`src/rtl/assert_macros.svh`:
```
// Assertion macros used by the top-level unit.
// No dependencies.
`ifndef ASSERT_MACROS_SVH
`define ASSERT_MACROS_SVH
// Implication checked on every clock edge outside reset.
`define ASSERT_IMPL(label, clk, rst_n, ante, cons) \
  label: assert property (@(posedge clk) disable iff (!rst_n) (ante) |-> (cons)) \
    else $error("assertion failed");
// Next-cycle implication checked outside reset.
`define ASSERT_NEXT(label, clk, rst_n, ante, cons) \
  label: assert property (@(posedge clk) disable iff (!rst_n) (ante) |=> (cons)) \
    else $error("assertion failed");
`endif

```
`src/rtl/pbc_pkg.sv`:
```
// Package for the plaquette Berry-phase Chern unit: widths, constants, CORDIC table.
// No dependencies.
package pbc_pkg;
  localparam int AccW = 48;
  localparam int CordicSteps = 16;
  localparam int StepsUsed = (CordicSteps > 24) ? 24 : CordicSteps;
  localparam int StepW = $clog2(StepsUsed + 1);
  localparam logic signed [17:0] HalfTurn = 18'sd32768;
  localparam logic signed [17:0] QuarterTurn = 18'sd16384;

  typedef logic signed [AccW-1:0] acc_t;

  // Arctangent of two to the minus i, in Q.16 turns.
  function automatic logic signed [17:0] atan_turns(input logic [4:0] i);
    logic signed [17:0] a;
    case (i)
      5'd0: a = 18'sd8192;
      5'd1: a = 18'sd4836;
      5'd2: a = 18'sd2555;
      5'd3: a = 18'sd1297;
      5'd4: a = 18'sd651;
      5'd5: a = 18'sd326;
      5'd6: a = 18'sd163;
      5'd7: a = 18'sd81;
      5'd8: a = 18'sd41;
      5'd9: a = 18'sd20;
      5'd10: a = 18'sd10;
      5'd11: a = 18'sd5;
      5'd12: a = 18'sd3;
      5'd13: a = 18'sd1;
      5'd14: a = 18'sd1;
      default: a = 18'sd0;
    endcase
    return a;
  endfunction
endpackage

```
`src/rtl/pbc_lane.sv`:
```
// One overlap lane: saturating conjugate dot-product accumulator.
// Depends on pbc_pkg.
module pbc_lane import pbc_pkg::*; (
  input  logic               clk,
  input  logic               rst_n,
  input  logic               en,
  input  logic               clr,
  input  logic signed [15:0] xr,
  input  logic signed [15:0] xi,
  input  logic signed [15:0] yr,
  input  logic signed [15:0] yi,
  output acc_t               acc_re,
  output acc_t               acc_im
);
  acc_t re_r, im_r, re_nxt, im_nxt;
  logic signed [31:0] p_rr, p_ii, p_ri, p_ir;

  // Saturating add of one product pair to a 48-bit accumulator.
  function automatic acc_t sat_add(acc_t a, logic signed [33:0] p);
    logic signed [AccW:0] s;
    s = $signed({a[AccW-1], a}) + (AccW+1)'(p);
    if (s[AccW] != s[AccW-1]) return s[AccW] ? {1'b1, {(AccW-1){1'b0}}}
                                             : {1'b0, {(AccW-1){1'b1}}};
    return s[AccW-1:0];
  endfunction

  // Full-width 16x16 products, then the conjugate sums.
  always_comb begin
    p_rr = xr * yr;
    p_ii = xi * yi;
    p_ri = xr * yi;
    p_ir = xi * yr;
    re_nxt = sat_add(re_r, 34'(p_rr) + 34'(p_ii));
    im_nxt = sat_add(im_r, 34'(p_ri) - 34'(p_ir));
  end

  always_ff @(posedge clk) begin
    if (!rst_n || clr) begin
      re_r <= '0;
      im_r <= '0;
    end else if (en) begin
      re_r <= re_nxt;
      im_r <= im_nxt;
    end
  end

  assign acc_re = re_r;
  assign acc_im = im_r;
endmodule

```
`config.mk`:
```
export PLATFORM = sky130hd
export DESIGN_NAME = pbc_lane
export DESIGN_NICKNAME = d
export VERILOG_FILES = /design/src/rtl/assert_macros.svh /design/src/rtl/pbc_pkg.sv /design/src/rtl/pbc_lane.sv
export SDC_FILE = /design/constraint.sdc
export NUM_CORES = 2
export LEC_CHECK = 0
export BUFFER_PORTS_ARGS = -buffer_cell sky130_fd_sc_hd__buf_2
export CAP_MARGIN = 10
export CORE_MARGIN = 3
export CORE_UTILIZATION = 43
export CTS_BUF_LIST = sky130_fd_sc_hd__clkbuf_4 sky130_fd_sc_hd__clkbuf_8
export CTS_CLUSTER_SIZE = 12
export DETAILED_ROUTE_END_ITERATION = 10
export PLACE_DENSITY_LB_ADDON = 0.12
export SLEW_MARGIN = 20
export SYNTH_ARGS = -nofsm -noshare
export SYNTH_HDL_FRONTEND = slang
export SYNTH_SLANG_ARGS = --single-unit
```
`constraint.sdc`:
```
create_clock -name clk -period 23.8 [get_ports clk]
set_input_delay 2.38 -clock clk [delete_from_list [all_inputs] [get_ports clk]]
set_output_delay 2.38 -clock clk [all_outputs]
set_load 0.01 [all_outputs]
```
==> impl_metrics.tcl <==
set metrics [dict create \
    synth_nets 7885 \
    synth_area_leader_cell "fa_1" \
    fillers 12630 \
    synth_compound_area_share_pct 5.458 \
    syn_to_final_growth_pct 4.569 \
    cpMaxStageDelayCell "buf_2" \
    rsz0062_at_grt "false" \
    drt_wl_total_um 139400 \
    path_clk_slew_ns 0.12 \
    status "completed" \
    cts.path.max_buffers 2 \
    crit_arrival_ns 11.93 \
    syn_area_um2 55980 \
    coreArea_um2 128300 \
    dp.cells 7605 \
    synthFlopType "dfxtp_1" \
    layout.nets 7848 \
    ys_async_sr_fraction_pct 0 \
    synthCells 5924 \
    fmax_mhz 86.66 \
    rows 131 \
    max_slew_margin_pct 35.75 \
    initial_core_util_pct 43.62 \
    slew_violations 0 \
    hp-class "register to register" \
    fin_skew_ns 0.02370 \
    critPathTopFamily "adder cells" \
    period_needed_ns 11.54 \
    synth_mux_area_share_pct 0.05365 \
    yosys_register_bits 96 \
    worstMarginPinSlew_ns 0.9638 \
    slowest_delay_ns 0.62 \
    wl_per_cell_um 18.27 \
    synthSimpleGateAreaFrac_pct 11.50 \
    grt_max_degree 100 \
    setup-tns-final_ns 0 \
    grt_pass1_vias 41760 \
    grt_pass1_wl_um 234100 \
    finalSetupViolCount 0 \
    antenna_left 0 \
    yosys.cell_types.count 77 \
    synth_warnings 0 \
    portBuffers 163 \
    boundaryPins 164 \
    cts-root-buf "clkbuf_8" \
    routed-via-count 37850 \
    drive_above_1_share_pct 5.364 \
    worst-setup-path-type "input pin to register" \
    yosys.area_share.adder_pct 64.51 \
    synth-edff-count 0 \
    dieHeight_um 366.8 \
    synth_xor_area_share_pct 1.578 \
    cts_sinks 96 \
    path_buf_inv 8 \
    end_kind "register" \
    final_cells 7630 \
    clk_latency_ns 0.53 \
    ys_seq_area_share_pct 3.433 \
    ctsResizeCount 0 \
    first_pass_iters 5 \
    crit_required_ns 24.19 \
    whs_ns 0.5593 \
    drc_errors 0 \
    grt_antenna_before_repair 17 \
    finalHoldViolations 0 \
    start_kind "input pin" \
    cts_tree "built" \
    dp_hpwl_um 112900 \
    fp.dieW_um 366.8 \
    timing.final.crit_share_pct 48.48 \
    avgViaCountPerCell 4.960 \
    fin_ws_ns 12.26 \
    gp_congestion 0.8315 \
    synth_top_area_share_pct 54.58 \
    synth_area_leaders "fa_1 55%, inv_1 12%, ha_1 8.2%" \
    syn_avg_cell_area_um2 9.449 \
    cts_buffers 9 \
    reg2reg_slack_ns 15.41 \
    dieArea_um2 134500 \
    drt_iter0_markers 1990 \
    path_common_cell "fa_1" \
    track_usage_pct 22.14 \
    post-cts-setup-buffer-count 0 \
    pre_cts_ws_ns 11.75 \
    maxCapViolCount 0 \
    synth_top_family_by_area "adder cells" \
    holdBufCountCts 0 \
    htree_levels 3 \
    crit_fanout 40 \
    overflow 0 \
]
-- cells in the final DEF, fill, tap and decap left out, drive strengths merged, types with 7 or more instances in the layout --
cell and instances:
inv 1728, and3 11, o21a 10, dfxtp 96, nand2b 26, a21o 47, ha 367, or2 7
a211oi 11, clkbuf 10, nor3 18, o211ai 11, and2 507, o21ai 132, xor2 45, diode 10
nand2 538, o41ai 7, nand3 31, nand4 17, a2111oi 7, nor2 57, nor2b 39, o21bai 17
xnor2 55, buf 210, a31oi 10, a21oi 179, fa 1526, maj3 92, a211o 8
-- registers in the layout, indices dropped and copies added (netlist names) --
register and cells:
acc_re 48, acc_im 48
-- area by class of cell --
type / count / area [um2] / share of cell area (%)
well taps: 1729 / 2163 / 3.696
multi-input cells: 3841 / 46560 / 79.54
diodes: 10 / 25.02 / 0.04275
clock buffers: 10 / 137.6 / 0.2351
flip-flops and latches: 96 / 1922 / 3.283
inverters: 1729 / 6490 / 11.09
repair buffers: 210 / 1179 / 2.014
clock inverters: 5 / 57.56 / 0.09833
-- synth_stat cells (all sizes together), types with 11 or more instances --
library cell / number
a211oi: 11
a21o: 47
a21oi: 179
and2: 507
and3: 11
buf: 23
clkbuf: 235
dfxtp: 96
fa: 1526
ha: 367
inv: 1728
maj3: 92
nand2: 538
nand2b: 26
nand3: 31
nand4: 17
nor2: 57
nor2b: 39
nor3: 18
o211ai: 11
o21ai: 132
o21bai: 17
xnor2: 55
xor2: 45
-- worst reg2reg max path, cell delays in order, from the launching register on --
cell and delay [ns]:
dfxtp_1 0.37, inv_1 0.08, fa_1 0.51, fa_1 0.55
inv_1 0.05, fa_1 0.47, inv_1 0.07, fa_1 0.53
inv_1 0.05, fa_1 0.50, inv_1 0.05, fa_1 0.50
fa_1 0.49, inv_1 0.05, fa_1 0.47, ha_1 0.37
a2111oi_0 0.54, o21ai_2 0.16, nand4_1 0.29, a21oi_2 0.19
a311o_2 0.49, nand3_2 0.15, o41ai_4 0.10, xnor2_4 0.15
buf_4 0.58, o21ai_0 0.23, o221a_2 0.30
-- kinds of logic after synthesis --
family,Yosys count
muxes,3
DFF,96
adders and majority gates,1985
xor gates and xnor gates,100
AOI/OAI and AO/OA,482
and+or+nand+nor,1271
buffers and inverters,1987
-- per-stage QoR --
step	area [um2]	util, %
after global placement	58310	45.43
after global routing	58520	45.59
after CTS	58500	45.59
after floorplan	55980	-
final	58530	45.61
after detailed placement	58310	45.43
-- final timing paths --
check | startpoint | end | cells after the start
min | acc_re[20]$_SDFFE_PP0P_ | acc_re[20]$_SDFFE_PP0P_ | 2
min reg2reg | acc_re[20]$_SDFFE_PP0P_ | acc_re[20]$_SDFFE_PP0P_ | 2
max | xr[15] | acc_im[3]$_SDFFE_PP0P_ | 28
max reg2reg | acc_re[9]$_SDFFE_PP0P_ | acc_re[44]$_SDFFE_PP0P_ | 26
-- metal layers --
layer | vias up | GRT usage [%] | routed length (um)
met3 | 89 | 2.730 | 5727
met5 | - | 0 | 107
met4 | 16 | 3.081 | 1711
met2 | 618 | 38.48 | 70800
met1 | 20130 | 30.44 | 61070
li1 | 16990 | - | -
Power is not shown: default switching activity piles up to over one toggle a cycle in this logic, so the estimate is an artifact.
